## config.mk

```make
export PLATFORM = sky130hd
export DESIGN_NAME = adc_group_adaptive_smoother
export DESIGN_NICKNAME = d
export VERILOG_FILES = /design/src/rtl/adcs_pkg.sv /design/src/rtl/adcs_front.sv /design/src/rtl/adcs_queue.sv /design/src/rtl/adcs_back.sv /design/src/rtl/adc_group_adaptive_smoother.sv
export SDC_FILE = /design/constraint.sdc
export NUM_CORES = 1
export LEC_CHECK = 0
export ABC_AREA = 1
export BUFFER_PORTS_ARGS = -buffer_cell sky130_fd_sc_hd__buf_2
export CORE_ASPECT_RATIO = 0.6
export CORE_MARGIN = 1
export CORE_UTILIZATION = 45
export CTS_BUF_LIST = sky130_fd_sc_hd__clkbuf_4 sky130_fd_sc_hd__clkbuf_8 sky130_fd_sc_hd__clkbuf_16
export DETAILED_ROUTE_END_ITERATION = 6
export PLACE_DENSITY_LB_ADDON = 0.05
export RECOVER_POWER = 100
export SYNTH_ARGS = -nofsm -noshare
export SYNTH_HDL_FRONTEND = slang
export SYNTH_HIERARCHICAL = 1
export SYNTH_SLANG_ARGS = --single-unit
```

## constraint.sdc

```tcl
create_clock -name i_clk -period 5.2 [get_ports i_clk]
set_input_delay 0 -clock i_clk [delete_from_list [all_inputs] [get_ports i_clk]]
set_output_delay 0 -clock i_clk [all_outputs]
set_load 0.005 [all_outputs]
```

## src/rtl/adcs_pkg.sv

```systemverilog
// Package of the ADC group smoother: widths, constants and shared types.
`default_nettype none

package adcs_pkg;

    // Sample path
    localparam int SAMPLE_WIDTH  = 12;
    localparam int GROUP_SIZE    = 8;
    localparam int GROUP_SHIFT   = $clog2(GROUP_SIZE);
    localparam int CNT_WIDTH     = $clog2(GROUP_SIZE);
    localparam int SUM_WIDTH     = SAMPLE_WIDTH + GROUP_SHIFT;
    localparam int CHANNEL_COUNT = 3;
    localparam int CH_WIDTH      = 2;

    // Filter arithmetic, state is Q12.8
    localparam int FRAC_BITS     = 8;
    localparam int STATE_WIDTH   = SAMPLE_WIDTH + FRAC_BITS;
    localparam int SHOWN_WIDTH   = SAMPLE_WIDTH + 1;
    localparam int GAIN_WIDTH    = 9;
    localparam int GAIN_SHIFT    = 9;
    localparam int DIFF_WIDTH    = STATE_WIDTH + 1;
    localparam int PROD_WIDTH    = DIFF_WIDTH + GAIN_WIDTH + 1;
    localparam int NEXT_WIDTH    = PROD_WIDTH - GAIN_SHIFT;

    localparam logic [GAIN_WIDTH-1:0] GAIN_MAX  = GAIN_WIDTH'(256);
    localparam logic [FRAC_BITS-1:0]  FRAC_HIGH = FRAC_BITS'(180);
    localparam logic [FRAC_BITS-1:0]  FRAC_LOW  = FRAC_BITS'(77);

    // Group queue between front and back
    localparam int QUEUE_DEPTH   = 4;
    localparam int QPTR_WIDTH    = $clog2(QUEUE_DEPTH);
    localparam int QCNT_WIDTH    = QPTR_WIDTH + 1;

    // One finished group
    typedef struct packed {
        logic [CH_WIDTH-1:0]     channel;
        logic [SAMPLE_WIDTH-1:0] avg;
    } t_group;

    // Queue status seen by both sides
    typedef struct packed {
        logic full;
        logic empty;
    } t_queue_status;

    typedef enum logic [1:0] {
        BK_IDLE,
        BK_PREP,
        BK_MUL,
        BK_DONE
    } t_back_state;

endpackage

`default_nettype wire

```

## src/rtl/adcs_front.sv

```systemverilog
// Front end: accumulates samples per group and hands finished groups on.
`default_nettype none

module adcs_front
    import adcs_pkg::*;
(
    input  wire logic                    i_clk,
    input  wire logic                    i_rst_n,
    input  wire logic                    i_accept,
    input  wire logic [SAMPLE_WIDTH-1:0] i_sample,
    output logic                         o_group_push,
    output t_group                       o_group
);

    logic [CNT_WIDTH-1:0] r_count, n_count;
    logic [SUM_WIDTH-1:0] r_sum, n_sum;
    logic [CH_WIDTH-1:0]  r_channel, n_channel;
    logic [SUM_WIDTH-1:0] sum_total;
    logic                 last;

    // Group end detection and next values
    always_comb begin
        sum_total = r_sum + SUM_WIDTH'(i_sample);
        last      = (r_count == CNT_WIDTH'(GROUP_SIZE - 1));
        n_count   = r_count;
        n_sum     = r_sum;
        n_channel = r_channel;
        if (i_accept) begin
            if (last) begin
                n_count = '0;
                n_sum   = '0;
                if (r_channel == CH_WIDTH'(CHANNEL_COUNT - 1)) begin
                    n_channel = '0;
                end else begin
                    n_channel = r_channel + 1'b1;
                end
            end else begin
                n_count = r_count + 1'b1;
                n_sum   = sum_total;
            end
        end
    end

    assign o_group_push  = i_accept && last;
    assign o_group.channel = r_channel;
    assign o_group.avg     = SAMPLE_WIDTH'(sum_total >> GROUP_SHIFT);

    always_ff @(posedge i_clk) begin
        if (!i_rst_n) begin
            r_count   <= '0;
            r_sum     <= '0;
            r_channel <= '0;
        end else begin
            r_count   <= n_count;
            r_sum     <= n_sum;
            r_channel <= n_channel;
        end
    end

endmodule

`default_nettype wire

```

## src/rtl/adcs_queue.sv

```systemverilog
// Short queue of finished groups between front and back.
`default_nettype none

module adcs_queue
    import adcs_pkg::*;
(
    input  wire logic    i_clk,
    input  wire logic    i_rst_n,
    input  wire logic    i_push,
    input  wire t_group  i_group,
    input  wire logic    i_pop,
    output t_group       o_group,
    output t_queue_status o_status
);

    t_group                r_mem [QUEUE_DEPTH];
    logic [QPTR_WIDTH-1:0] r_wr_ptr;
    logic [QPTR_WIDTH-1:0] r_rd_ptr;
    logic [QCNT_WIDTH-1:0] r_fill;
    logic                  do_push;
    logic                  do_pop;

    assign o_status.full  = (r_fill == QCNT_WIDTH'(QUEUE_DEPTH));
    assign o_status.empty = (r_fill == '0);
    assign do_push = i_push && !o_status.full;
    assign do_pop  = i_pop && !o_status.empty;
    assign o_group = r_mem[r_rd_ptr];

    // Entry storage
    always_ff @(posedge i_clk) begin
        if (do_push) begin
            r_mem[r_wr_ptr] <= i_group;
        end
    end

    // Pointers and fill level
    always_ff @(posedge i_clk) begin
        if (!i_rst_n) begin
            r_wr_ptr <= '0;
            r_rd_ptr <= '0;
            r_fill   <= '0;
        end else begin
            if (do_push) begin
                r_wr_ptr <= r_wr_ptr + 1'b1;
            end
            if (do_pop) begin
                r_rd_ptr <= r_rd_ptr + 1'b1;
            end
            case ({do_push, do_pop})
                2'b10:   r_fill <= r_fill + 1'b1;
                2'b01:   r_fill <= r_fill - 1'b1;
                default: r_fill <= r_fill;
            endcase
        end
    end

endmodule

`default_nettype wire

```

## src/rtl/adcs_back.sv

```systemverilog
// Back end: per-channel adaptive filter, hysteretic rounding and result register.
`default_nettype none

module adcs_back
    import adcs_pkg::*;
(
    input  wire logic                   i_clk,
    input  wire logic                   i_rst_n,
    input  wire t_group                 i_group,
    input  wire t_queue_status          i_status,
    output logic                        o_group_pop,
    input  wire logic                   i_pop,
    output logic                        o_empty,
    output logic [CH_WIDTH-1:0]         o_channel,
    output logic [SHOWN_WIDTH-1:0]      o_shown_value
);

    t_back_state r_state, n_state;

    // Per-channel state
    logic [STATE_WIDTH-1:0] r_filter [CHANNEL_COUNT];
    logic [SHOWN_WIDTH-1:0] r_shown  [CHANNEL_COUNT];
    logic                   r_flag   [CHANNEL_COUNT];

    // Working registers of the item in flight
    logic [CH_WIDTH-1:0]          r_ch;
    logic [SAMPLE_WIDTH-1:0]      r_avg;
    logic [GAIN_WIDTH-1:0]        r_gain;
    logic signed [DIFF_WIDTH-1:0] r_diff;
    logic signed [PROD_WIDTH-1:0] r_prod;

    // Result register
    logic                   r_out_valid;
    logic [CH_WIDTH-1:0]    r_out_ch;
    logic [SHOWN_WIDTH-1:0] r_out_shown;

    logic [STATE_WIDTH-1:0]       cur_state;
    logic [SHOWN_WIDTH-1:0]       cur_shown;
    logic                         cur_flag;
    logic [SHOWN_WIDTH-1:0]       avg_ext;
    logic [SHOWN_WIDTH-1:0]       distance;
    logic [GAIN_WIDTH-1:0]        gain;
    logic signed [DIFF_WIDTH-1:0] diff;
    logic signed [NEXT_WIDTH-1:0] step;
    logic signed [NEXT_WIDTH-1:0] sum_next;
    logic [STATE_WIDTH-1:0]       new_state;
    logic [FRAC_BITS-1:0]         frac;
    logic [SHOWN_WIDTH-1:0]       new_shown;
    logic                         new_flag;
    logic                         out_free;
    logic                         commit;

    assign out_free = !r_out_valid || i_pop;
    assign commit   = (r_state == BK_DONE) && out_free;

    // Sequencer: take a group, form gain and error, multiply, commit
    always_comb begin
        n_state     = r_state;
        o_group_pop = 1'b0;
        case (r_state)
            BK_IDLE: begin
                if (!i_status.empty) begin
                    o_group_pop = 1'b1;
                    n_state     = BK_PREP;
                end
            end
            BK_PREP: n_state = BK_MUL;
            BK_MUL:  n_state = BK_DONE;
            BK_DONE: begin
                if (out_free) begin
                    n_state = BK_IDLE;
                end
            end
            default: n_state = BK_IDLE;
        endcase
    end

    always_ff @(posedge i_clk) begin
        if (!i_rst_n) begin
            r_state <= BK_IDLE;
        end else begin
            r_state <= n_state;
        end
    end

    // Gain and error from the stored state of the channel
    always_comb begin
        cur_state = r_filter[r_ch];
        cur_shown = r_shown[r_ch];
        cur_flag  = r_flag[r_ch];
        avg_ext   = SHOWN_WIDTH'(r_avg);
        if (avg_ext >= cur_shown) begin
            distance = avg_ext - cur_shown;
        end else begin
            distance = cur_shown - avg_ext;
        end
        if (distance > SHOWN_WIDTH'(GAIN_MAX)) begin
            gain = GAIN_MAX;
        end else begin
            gain = GAIN_WIDTH'(distance);
        end
        diff = $signed({1'b0, r_avg, {FRAC_BITS{1'b0}}}) - $signed({1'b0, cur_state});
    end

    // State update and hysteretic rounding; the shift floors toward minus infinity
    always_comb begin
        step     = r_prod[PROD_WIDTH-1:GAIN_SHIFT];
        sum_next = $signed({{(NEXT_WIDTH-STATE_WIDTH){1'b0}}, cur_state}) + step;
        if (sum_next[NEXT_WIDTH-1]) begin
            new_state = '0;
        end else begin
            new_state = sum_next[STATE_WIDTH-1:0];
        end
        frac      = new_state[FRAC_BITS-1:0];
        new_shown = SHOWN_WIDTH'(new_state[STATE_WIDTH-1:FRAC_BITS]);
        new_flag  = cur_flag;
        if (frac >= FRAC_HIGH) begin
            new_shown = new_shown + 1'b1;
            new_flag  = 1'b1;
        end else if (frac >= FRAC_LOW) begin
            if (cur_flag) begin
                new_shown = new_shown + 1'b1;
            end
        end else begin
            new_flag = 1'b0;
        end
    end

    // Datapath registers of the item in flight
    always_ff @(posedge i_clk) begin
        if (o_group_pop) begin
            r_ch  <= i_group.channel;
            r_avg <= i_group.avg;
        end
        if (r_state == BK_PREP) begin
            r_gain <= gain;
            r_diff <= diff;
        end
        if (r_state == BK_MUL) begin
            r_prod <= $signed({1'b0, r_gain}) * r_diff;
        end
    end

    // Per-channel state, written when the result goes out
    always_ff @(posedge i_clk) begin
        if (!i_rst_n) begin
            for (int i = 0; i < CHANNEL_COUNT; i++) begin
                r_filter[i] <= '0;
                r_shown[i]  <= '0;
                r_flag[i]   <= 1'b0;
            end
        end else if (commit) begin
            r_filter[r_ch] <= new_state;
            r_shown[r_ch]  <= new_shown;
            r_flag[r_ch]   <= new_flag;
        end
    end

    // Result register
    always_ff @(posedge i_clk) begin
        if (!i_rst_n) begin
            r_out_valid <= 1'b0;
        end else if (commit) begin
            r_out_valid <= 1'b1;
        end else if (i_pop) begin
            r_out_valid <= 1'b0;
        end
    end

    always_ff @(posedge i_clk) begin
        if (commit) begin
            r_out_ch    <= r_ch;
            r_out_shown <= new_shown;
        end
    end

    assign o_empty       = !r_out_valid;
    assign o_channel     = r_out_ch;
    assign o_shown_value = r_out_shown;

endmodule

`default_nettype wire

```

## src/rtl/adc_group_adaptive_smoother.sv

```systemverilog
// Top level of the ADC group smoother: front end, group queue and filter back end.
//
// Samples are taken one per cycle while full is low, eight to a group, with the
// groups in channel rotation 0, 1, 2. The front end keeps the running sum and,
// on the eighth sample, pushes the channel and floor average into a four-entry
// group queue. The back end handles one group at a time in the steps take, gain
// and error, multiply and update, through a single 10x21-bit multiplier and a
// result register. Because groups end at most once every eight samples, the back
// end keeps up with full sample rate; if results are not popped, the queue fills
// after four more groups and full is raised until room frees up. Channel state
// resets to zero.
`default_nettype none

module adc_group_adaptive_smoother
    import adcs_pkg::*;
(
    input  wire logic                    i_clk,
    input  wire logic                    i_rst_n,
    input  wire logic                    i_push,
    output logic                         o_full,
    input  wire logic [SAMPLE_WIDTH-1:0] i_sample,
    output logic                         o_empty,
    input  wire logic                    i_pop,
    output logic [CH_WIDTH-1:0]          o_channel,
    output logic [SHOWN_WIDTH-1:0]       o_shown_value
);

    t_group        front_group;
    t_group        queue_group;
    t_queue_status queue_status;
    logic          group_push;
    logic          group_pop;
    logic          accept;

    assign o_full = queue_status.full;
    assign accept = i_push && !queue_status.full;

    adcs_front u_front (
        .i_clk        (i_clk),
        .i_rst_n      (i_rst_n),
        .i_accept     (accept),
        .i_sample     (i_sample),
        .o_group_push (group_push),
        .o_group      (front_group)
    );

    adcs_queue u_queue (
        .i_clk    (i_clk),
        .i_rst_n  (i_rst_n),
        .i_push   (group_push),
        .i_group  (front_group),
        .i_pop    (group_pop),
        .o_group  (queue_group),
        .o_status (queue_status)
    );

    adcs_back u_back (
        .i_clk         (i_clk),
        .i_rst_n       (i_rst_n),
        .i_group       (queue_group),
        .i_status      (queue_status),
        .o_group_pop   (group_pop),
        .i_pop         (i_pop),
        .o_empty       (o_empty),
        .o_channel     (o_channel),
        .o_shown_value (o_shown_value)
    );

endmodule

`default_nettype wire

```

==> key figures, run 1 <==
Route
  – Routed len/inst: 18.57 um
  – Per-cell via count in the routed design: 5.085
  – Detailed router's first-iteration violation count: 1658
  – Number of detailed-route iterations in the first pass: 7
  – Final wirelength: 66690 um
  – Number of vias in the routed layout: 18260
  – Post-route ant nets: 1
  – Number of design rule violations left after detail routing: 0

Clock network
  – TritonCTS clock tree: done
  – Worst skew pair latency: 0.59 ns
  – Number of buffers created by CTS: 30
  – CTS root buffer: sky130_fd_sc_hd__clkbuf_16
  – H-Tree Depth: 1
  – Clock transition time at the flip-flop clock pins of the worst setup and hold paths: 0.06 ns
  – Number of clock sinks seen by CTS: 307
  – Max Buffers Root-to-Sink: 3

Worst setup path
  – Critical path launch point type: register
  – Critical path launch point: u_back/r_diff[7]$_DFFE_PN_
  – Kind of end point of the critical path: register
  – Critical path start-end classification: register to register
  – Launching point of the worst reg2reg path: u_back/r_diff[7]$_DFFE_PN_
  – Biggest fanout along the worst timing path: 5
  – Cells on worst reg2reg path: 21
  – Worst path arrival time: 5.56 ns
  – Req. time, crit path: 5.53 ns

Synth
  – Count of unique library cells instantiated by Yosys: 55
  – Count of flip-flops with a built-in enable after synthesis: 270
  – Synth Flop Type: sky130_fd_sc_hd__edfxtp_1
  – Mapped Nets: 3023
  – Yosys warning count: 6
  – Netlist area before placement: 23470 um2
  – Synth Instances: 2699
  – Mean area per synthesized cell: 8.695 um2
  – Number of storage elements in the synthesis netlist: 307
  – Async set-or-reset flop fraction in the synthesized netlist: 0
  – Sequential share of the synthesized area: 0.3770

Layout
  – Top library cells by usage in the layout, fill and taps aside: sky130_fd_sc_hd__nand2_1 (634), sky130_fd_sc_hd__inv_1 (496), sky130_fd_sc_hd__edfxtp_1 (270), sky130_fd_sc_hd__nor2_1 (236), sky130_fd_sc_hd__fa_1 (154)
  – Final #Nets: 3194
  – Layout overhead on the synthesized area: 16.53%
  – Most common cell after layout, fill and taps aside: sky130_fd_sc_hd__nand2_1
  – Layout cells sized above 1: 0.1479
  – Final core utilization: 0.5336
  – Cell Count, Final, Fillers Out: 3591

Timing
  – Maximum frequency from static timing analysis: 191.2 MHz
  – Count of final hold-check violations: 0
  – Final critical-path setup slack: -0.03037 ns
  – RSZ-0062 raised after global routing: true
  – Post-layout min period: 5.230 ns
  – Pins over their slew limit: 192
  – Setup violations, final: 1
  – Worst hold slack: 0.1077 ns
  – Share of the clock period used by the worst path: 1.006
  – Slew HR: -0.6528
  – Actual slew at the worst max-slew pin: 2.479 ns
  – Post-route clock skew: 0.02200 ns
  – TNS Setup: -0.03037 ns

Placement
  – Total half-perimeter wirelength after legalization and detailed placement: 51150 um
  – Quantity of I/O buffers inserted on ports: 32
  – Global placer's final weighted congestion: 0.9049
  – # placed instances: 3485

Global routing
  – GRT overflow: 0
  – Aggregate global-route resource usage: 0.2480
  – Largest net degree at the start of global routing: 75
  – Global-route wire length before repair: 99960 um
  – Antenna violations before repair: 0
  – Number of global-route vias before repair: 16770

Die
  – Initial core utilization: 0.4579
  – Standard cell core area: 51250 um2
  – Number of top-level design ports: 33
  – Die Ht: 178.9 um
  – Die Wd: 296.8 um
  – Total number of placement rows: 64
  – Floorplan die area: 53100 um2

Flow run
  – Max Cap Viol: 7

Hold path
  – Start point of the worst hold path: i_sample[5]
  – Hold Path Class: input port to register
  – Worst hold path depth: 5

Run status
  – Failing checks: antenna violations, max-capacitance violations, max-slew violations, negative setup slack
  – Status: finished with violations
metal layers:
layer / track usage / wire length, um / part of all wire / vias to the layer above
li1: - / - / - / 8897
met5: 0 / 0 / 0 / -
met1: 0.4236 / 36200 / 0.54 / 8794
met2: 0.3173 / 24270 / 0.36 / 524
met4: 0.02526 / 498 / 0.0075 / 0
met3: 0.04919 / 5724 / 0.086 / 46
cell families after synthesis:
group,count (synthesis),synth area share
buf+inv,609,0.1017
flops,307,0.3770
simple gates,1081,0.1940
xor+xnor,85,0.03364
compound gates,309,0.07794
fa+ha+maj,308,0.2157
critical path: stages (launching register included):
cell	delay (ns)
sky130_fd_sc_hd__edfxtp_1	0.48
sky130_fd_sc_hd__buf_6	0.14
sky130_fd_sc_hd__nand2_1	0.07
sky130_fd_sc_hd__fa_1	0.49
sky130_fd_sc_hd__inv_1	0.05
sky130_fd_sc_hd__fa_1	0.49
sky130_fd_sc_hd__inv_1	0.05
sky130_fd_sc_hd__fa_1	0.47
sky130_fd_sc_hd__inv_1	0.05
sky130_fd_sc_hd__fa_1	0.54
sky130_fd_sc_hd__fa_2	0.48
sky130_fd_sc_hd__ha_4	0.32
sky130_fd_sc_hd__nand2_4	0.07
sky130_fd_sc_hd__nor4_4	0.34
sky130_fd_sc_hd__buf_4	0.19
sky130_fd_sc_hd__a21oi_4	0.06
sky130_fd_sc_hd__o21ai_4	0.23
sky130_fd_sc_hd__nand2_2	0.11
sky130_fd_sc_hd__nand2_4	0.10
sky130_fd_sc_hd__nand3_2	0.08
sky130_fd_sc_hd__nand2_2	0.07
sky130_fd_sc_hd__xor2_1	0.05
cell usage after synthesis, types with 6 or more instances:
| master | number | area share |
|---|---|---|
| sky130_fd_sc_hd__dfxtp_1 | 37 | 0.032 |
| sky130_fd_sc_hd__nand2_4 | 8 | 0.0038 |
| sky130_fd_sc_hd__nor2_1 | 237 | 0.038 |
| sky130_fd_sc_hd__clkbuf_1 | 59 | 0.0094 |
| sky130_fd_sc_hd__o21bai_1 | 8 | 0.0026 |
| sky130_fd_sc_hd__buf_6 | 8 | 0.0038 |
| sky130_fd_sc_hd__nor2_2 | 15 | 0.0040 |
| sky130_fd_sc_hd__nand3_2 | 8 | 0.0034 |
| sky130_fd_sc_hd__a21oi_1 | 150 | 0.032 |
| sky130_fd_sc_hd__inv_2 | 16 | 0.0026 |
| sky130_fd_sc_hd__inv_1 | 501 | 0.080 |
| sky130_fd_sc_hd__xnor2_1 | 24 | 0.0090 |
| sky130_fd_sc_hd__nor3_1 | 13 | 0.0028 |
| sky130_fd_sc_hd__nand4_1 | 17 | 0.0045 |
| sky130_fd_sc_hd__o21ai_1 | 17 | 0.0036 |
| sky130_fd_sc_hd__a32oi_1 | 25 | 0.0093 |
| sky130_fd_sc_hd__nand2_1 | 650 | 0.10 |
| sky130_fd_sc_hd__xor2_1 | 55 | 0.021 |
| sky130_fd_sc_hd__and2_1 | 8 | 0.0021 |
| sky130_fd_sc_hd__nand3_1 | 88 | 0.019 |
| sky130_fd_sc_hd__o21ai_0 | 57 | 0.012 |
| sky130_fd_sc_hd__fa_1 | 161 | 0.14 |
| sky130_fd_sc_hd__nand2_2 | 13 | 0.0035 |
| sky130_fd_sc_hd__o22ai_2 | 6 | 0.0032 |
| sky130_fd_sc_hd__buf_2 | 11 | 0.0023 |
| sky130_fd_sc_hd__nand3b_1 | 6 | 0.0019 |
| sky130_fd_sc_hd__o22ai_1 | 8 | 0.0021 |
| sky130_fd_sc_hd__edfxtp_1 | 270 | 0.35 |
| sky130_fd_sc_hd__ha_1 | 147 | 0.078 |
| sky130_fd_sc_hd__xor2_2 | 6 | 0.0042 |
| sky130_fd_sc_hd__o21ai_2 | 8 | 0.0030 |
| sky130_fd_sc_hd__buf_1 | 6 | 0.00096 |
per-stage QoR:
stage	setup WS [ns]	instance area, um2
after CTS	-0.006935	26830
after detailed placement	-0.3873	25230
after floorplan	0.08563	23470
after global routing	-0.1538	27340
after global placement	-0.3218	25230
final	-0.03037	27350
what timing repair did:
action,in CTS,in global routing
endpoints found under the setup margin,18,17
hold buffers,10,0
resized for setup,58,133
endpoints found under the hold margin,25,0
gates cloned,1,2
pin swaps,39,64
setup buffers,21,16
worst paths after layout:
path	slack (ns)	end
min reg2reg	0.47	u_front/r_sum[2]$_SDFFE_PN0P_
max reg2reg	-0.03	u_back/r_prod[29]$_DFFE_PP_
max	-0.03	u_back/r_prod[29]$_DFFE_PP_
min	0.11	u_front/r_sum[5]$_SDFFE_PN0P_
registers in the layout (all words and copies together), names as in the netlist, 3 cells and up, named ones only:
| register | cells |
|---|---|
| u_back/r_prod | 22 |
| u_back/r_gain | 9 |
| u_queue/r_mem | 56 |
| u_back/r_flag | 4 |
| u_back/r_diff | 21 |
| u_back/r_avg | 12 |
| u_back/o_shown_value | 13 |
| u_queue/r_fill | 3 |
| u_front/r_count | 3 |
| u_back/r_shown | 52 |
| u_front/r_sum | 15 |
| u_back/r_filter | 80 |
area by class of cell:
| cell class | count | area, um2 |
|---|---|---|
| fill | 4781 | 23900 |
| multi-input combinational | 1783 | 12770 |
| sequential | 307 | 8850 |
| inverter | 519 | 1948 |
| timing repair buffer | 229 | 1804 |
| tap | 693 | 867.1 |
| clock buffer | 38 | 847.1 |
| clock inverter | 17 | 244.0 |
| antenna | 5 | 12.51 |
Power of run 1 is left out: the tool's default activity adds up to more than one toggle a clock period on the data nets, which glitch-free logic cannot reach.
==> run 2, diff against run 1 <==
Settings changed: ABC_AREA 1 to default.
==> key figures, run 2 <==
Run status
  – Status: finished with violations
  – Failing checks: max-capacitance violations, max-slew violations, negative setup slack

Synth
  – Post-Synth Adder-Cell Area: 0.2350 (+0.01932)
  – Yosys warning count: 6 (unchanged)
  – Cell types with the largest area share after synthesis: sky130_fd_sc_hd__edfxtp_1 (38%), sky130_fd_sc_hd__fa_1 (15%), sky130_fd_sc_hd__ha_1 (8.5%)
  – Number of storage elements in the synthesis netlist: 307 (unchanged)
  – Combinational family with the most area after synthesis: adder cells
  – Complex-gate fraction of the synthesized area: 0.07128 (-0.006669)
  – Mean area per synthesized cell: 11.31 um2 (+30%)
  – Synth Flop Type: sky130_fd_sc_hd__edfxtp_1
  – Mapped Nets: 2228 (-26%)
  – Count of unique library cells instantiated by Yosys: 90 (+64%)
  – Post-synthesis share of cell area spent on xor and xnor gates: 0.03416 (+0.0005155)
  – Share of the synthesized area in the top cell type: 0.3764 (+0.03094)
  – Most frequent cells after synthesis: sky130_fd_sc_hd__inv_1 (276), sky130_fd_sc_hd__edfxtp_1 (270), sky130_fd_sc_hd__nand2_1 (168), sky130_fd_sc_hd__fa_1 (161), sky130_fd_sc_hd__nor2_1 (158)
  – Async set-or-reset flop fraction in the synthesized netlist: 0 (unchanged)
  – Fraction of the mapped netlist area in simple logic gates: 0.1314 (-0.06256)
  – Cell taking the most area after synthesis: sky130_fd_sc_hd__edfxtp_1
  – Count of flip-flops with a built-in enable after synthesis: 270 (unchanged)
  – Sequential share of the synthesized area: 0.4108 (+0.03377)
  – Most common cell in the netlist: sky130_fd_sc_hd__inv_1
  – Netlist area before placement: 21540 um2 (-8.2%)
  – Mux cell area share after synthesis: 0.05594 (+0.05594)
  – Synth Instances: 1904 (-29%)

Layout
  – Final #Nets: 2405 (-25%)
  – Top Registers: u_back/r_filter: 80 flops, u_queue/r_mem: 56 flops, u_back/r_shown: 52 flops
  – Area occupied by multi-input gates: 11660 um2 (-8.7%)
  – Cell Count, Final, Fillers Out: 2734 (-24%)
  – Register cell area after layout: 8848 um2 (about the same)
  – Final-layout fill cell count: 4136 (-13%)
  – Largest register FFs: 80 (unchanged)
  – Layout cells sized above 1: 0.1764 (+0.02847)
  – Most flops, register: u_back/r_filter
  – Final design instance area without fill: 24860 um2 (-9.1%)
  – Layout overhead on the synthesized area: 15.43%
  – Top library cells by usage in the layout, fill and taps aside: sky130_fd_sc_hd__edfxtp_1 (270), sky130_fd_sc_hd__inv_1 (266), sky130_fd_sc_hd__nand2_1 (157), sky130_fd_sc_hd__nor2_1 (155), sky130_fd_sc_hd__fa_1 (155)
  – Most common cell after layout, fill and taps aside: sky130_fd_sc_hd__edfxtp_1

Timing
  – Maximum frequency from static timing analysis: 172.1 MHz (-10%)
  – Post-layout min period: 5.811 ns (+0.5804 ns)
  – Setup violations, final: 64 (+63)
  – RSZ-0062 raised after global routing: true
  – Actual slew at the worst max-slew pin: 2.148 ns (-0.3309 ns)
  – Count of final hold-check violations: 0 (unchanged)
  – Slew HR: -0.4322 (+0.2206)
  – Post-route clock skew: 0.01872 ns (-0.003280 ns)
  – Share of the clock period used by the worst path: 1.117 (+0.1116)
  – Pins over their slew limit: 146 (-24%)
  – Final critical-path setup slack: -0.6108 ns (-0.5804 ns)

Worst setup path
  – Critical path start-end classification: register to register
  – Worst path arrival time: 6.14 ns (+0.58 ns)
  – FF-to-FF setup slack: -0.61 ns (-0.58 ns)
  – Req. time, crit path: 5.53 ns (about the same)
  – Worst path slowest cell: sky130_fd_sc_hd__fa_1
  – Biggest fanout along the worst timing path: 7 (+2)
  – Buffers and inverters on the worst path: 4 (-1)
  – Cells on worst reg2reg path: 20 (-4.8%)
  – Critical path launch point type: register
  – Kind of end point of the critical path: register
  – Largest stage delay on the critical path: 0.55 ns (about the same)
  – Launching point of the worst reg2reg path: u_back/r_gain[2]$_SDFFCE_PN0N_
  – Cell mode on critical path: sky130_fd_sc_hd__fa_1
  – Worst path top cell family by delay: adder cells
  – Terminus of the critical flop-to-flop path: u_back/r_prod[30]$_DFFE_PP_
  – Ordered list of cells on the worst path: buf_12, nand2_4, fa_1, inv_2, fa_1, fa_1, fa_1, inv_2, fa_1, inv_2, ha_4, nor4_4, o31ai_4, a221oi_4, a21oi_2, a211o_1, o22a_1, a211o_1, a21oi_2, xnor2_1

Die
  – Initial core utilization: 0.4604 (+0.002446)
  – Floorplan die area: 48770 um2 (-8.2%)
  – Total number of placement rows: 61 (-4.7%)
  – Number of top-level design ports: 33 (unchanged)
  – Standard cell core area: 46790 um2 (-8.7%)
  – Die Ht: 171.5 um (-4.2%)
  – Die Wd: 284.4 um (-4.2%)

Global routing
  – Aggregate global-route resource usage: 0.2280 (-0.01998)
  – Global-route wire length before repair: 83950 um (-16%)
  – Largest net degree at the start of global routing: 40 (-47%)
  – GRT overflow: 0 (unchanged)
  – Antenna violations before repair: 2 (+2)
  – Number of global-route vias before repair: 14270 (-15%)

Hold path
  – Worst-case hold path end point: u_front/r_sum[12]$_SDFFE_PN0P_
  – Start point of the worst hold path: i_rst_n
  – Worst hold path depth: 3 (-2)
  – Hold Path Class: input port to register

Route
  – Per-cell via count in the routed design: 5.272 (+3.7%)
  – Post-route ant nets: 0 (-1)
  – Routed len/inst: 20.00 um (+7.7%)
  – Number of vias in the routed layout: 14420 (-21%)
  – Detailed router's first-iteration violation count: 1138 (-31%)
  – Final wirelength: 54690 um (-18%)
  – Number of detailed-route iterations in the first pass: 5 (-2)
  – Number of design rule violations left after detail routing: 0 (unchanged)

Placement
  – Quantity of I/O buffers inserted on ports: 32 (unchanged)
  – # placed instances: 2639 (-24%)
  – Total half-perimeter wirelength after legalization and detailed placement: 41630 um (-19%)
  – Global placer's final weighted congestion: 0.8820 (-2.5%)
  – Area of placed instances: 23440 um2 (-7.1%)

Clock network
  – TritonCTS clock tree: done
  – CTS root buffer: sky130_fd_sc_hd__clkbuf_16
  – Clock transition time at the flip-flop clock pins of the worst setup and hold paths: 0.07 ns (about the same)
  – Worst skew pair latency: 0.57 ns (-0.02 ns)
  – Number of clock sinks seen by CTS: 307 (unchanged)
  – Max Buffers Root-to-Sink: 3 (unchanged)
  – H-Tree Depth: 1 (unchanged)
  – Number of buffers created by CTS: 28 (-6.7%)

Pwr
  – Highest ir drop seen on vdd: 197.3 uV
  – Reported leakage power: 10.67 nW
  – Cell area power density: 256.1 nW/um2

Flow run
  – Max Cap Viol: 5 (-2)
==> run 2: worst max path at each step <==
stage                                    from                          end  slack (ns)  depth (start not counted)
6_report       u_back/r_gain[2]$_SDFFCE_PN0N_  u_back/r_prod[30]$_DFFE_PP_       -0.61                         20
3_5_place_dp   u_back/r_gain[6]$_SDFFCE_PN0N_  u_back/r_prod[30]$_DFFE_PP_       -0.79                         18
3_3_place_gp   u_back/r_gain[6]$_SDFFCE_PN0N_  u_back/r_prod[30]$_DFFE_PP_       -0.78                         18
4_1_cts            u_back/r_diff[4]$_DFFE_PN_  u_back/r_prod[30]$_DFFE_PP_       -0.62                         18
2_1_floorplan  u_back/r_gain[3]$_SDFFCE_PN0N_  u_back/r_prod[30]$_DFFE_PP_       -0.34                         22
5_1_grt        u_back/r_gain[2]$_SDFFCE_PN0N_  u_back/r_prod[30]$_DFFE_PP_       -0.83                         22
==> run 2: per-stage QoR <==
stage	util	hold WS, ns	setup slack, ns	TNS (ns)	power (mW)
detailed placement	0.5010	0.3892	-0.7910	-6.395	4.138
finish	0.5314	0.01655	-0.6108	-15.16	6.367
global placement	0.5010	0.3974	-0.7774	-6.438	4.116
floorplan	-	0.1282	-0.3354	-1.028	3.634
CTS	0.5266	0.002580	-0.6239	-3.788	6.346
global route	0.5314	0.03821	-0.8254	-33.90	6.659
==> run 2: cells by family (layout without fill, tap and decap cells) <==
group	after synthesis	count (layout)
xor+xnor	84	84
other cells	0	1
fa+ha+maj	308	308
simple gates	581	581
buf+inv	338	537
compound gates	226	226
flops	307	307
mux	60	60
==> run 2: power breakdown <==
part | leakage, nW | internal (mW) | switching [mW]
sequential | 2.87 | 2.78 | 0.0213
clock | 0.471 | 1.19 | 0.981
combinational | 7.33 | 0.646 | 0.755
==> run 2: cell type report <==
class                   instances  area share
diodes                          1   0.0001006
well taps                     630     0.03170
repair buffers                208     0.06326
clock inverters                18    0.006844
clock buffers                  34     0.03145
inverters                     277     0.04182
multi-input cells            1259      0.4690
flip-flops and latches        307      0.3559
==> run 2: metal layers <==
layer  vias up  GRT usage  wire length, um
met1      7246     0.3717            28670
met4         0    0.03062              663
met2       349     0.3122            21430
met3        47    0.04695             3930
li1       6773          -                -
met5         -          0                0
==> run 2: timing repair <==
action                                  in CTS  in global routing
endpoints found under the setup margin      17                 17
endpoints found under the hold margin        7                  0
resized for setup                           24                 47
hold buffers                                 4                  0
pin swaps                                    6                 44
cloned                                       0                  1
setup buffers                               17                 21
==> run 2: worst reg2reg max path: stages, from the launching register on <==
cell and delay (ns):
sky130_fd_sc_hd__edfxtp_1 0.47, sky130_fd_sc_hd__buf_12 0.18, sky130_fd_sc_hd__nand2_4 0.06, sky130_fd_sc_hd__fa_1 0.50, sky130_fd_sc_hd__inv_2 0.05, sky130_fd_sc_hd__fa_1 0.56, sky130_fd_sc_hd__fa_1 0.45, sky130_fd_sc_hd__fa_1 0.54
sky130_fd_sc_hd__inv_2 0.04, sky130_fd_sc_hd__fa_1 0.51, sky130_fd_sc_hd__inv_2 0.05, sky130_fd_sc_hd__ha_4 0.16, sky130_fd_sc_hd__nor4_4 0.36, sky130_fd_sc_hd__o31ai_4 0.17, sky130_fd_sc_hd__a221oi_4 0.33, sky130_fd_sc_hd__a21oi_2 0.10
sky130_fd_sc_hd__a211o_1 0.26, sky130_fd_sc_hd__o22a_1 0.25, sky130_fd_sc_hd__a211o_1 0.31, sky130_fd_sc_hd__a21oi_2 0.15, sky130_fd_sc_hd__xnor2_1 0.08
Note: power is estimated with default switching activity, not from simulation.
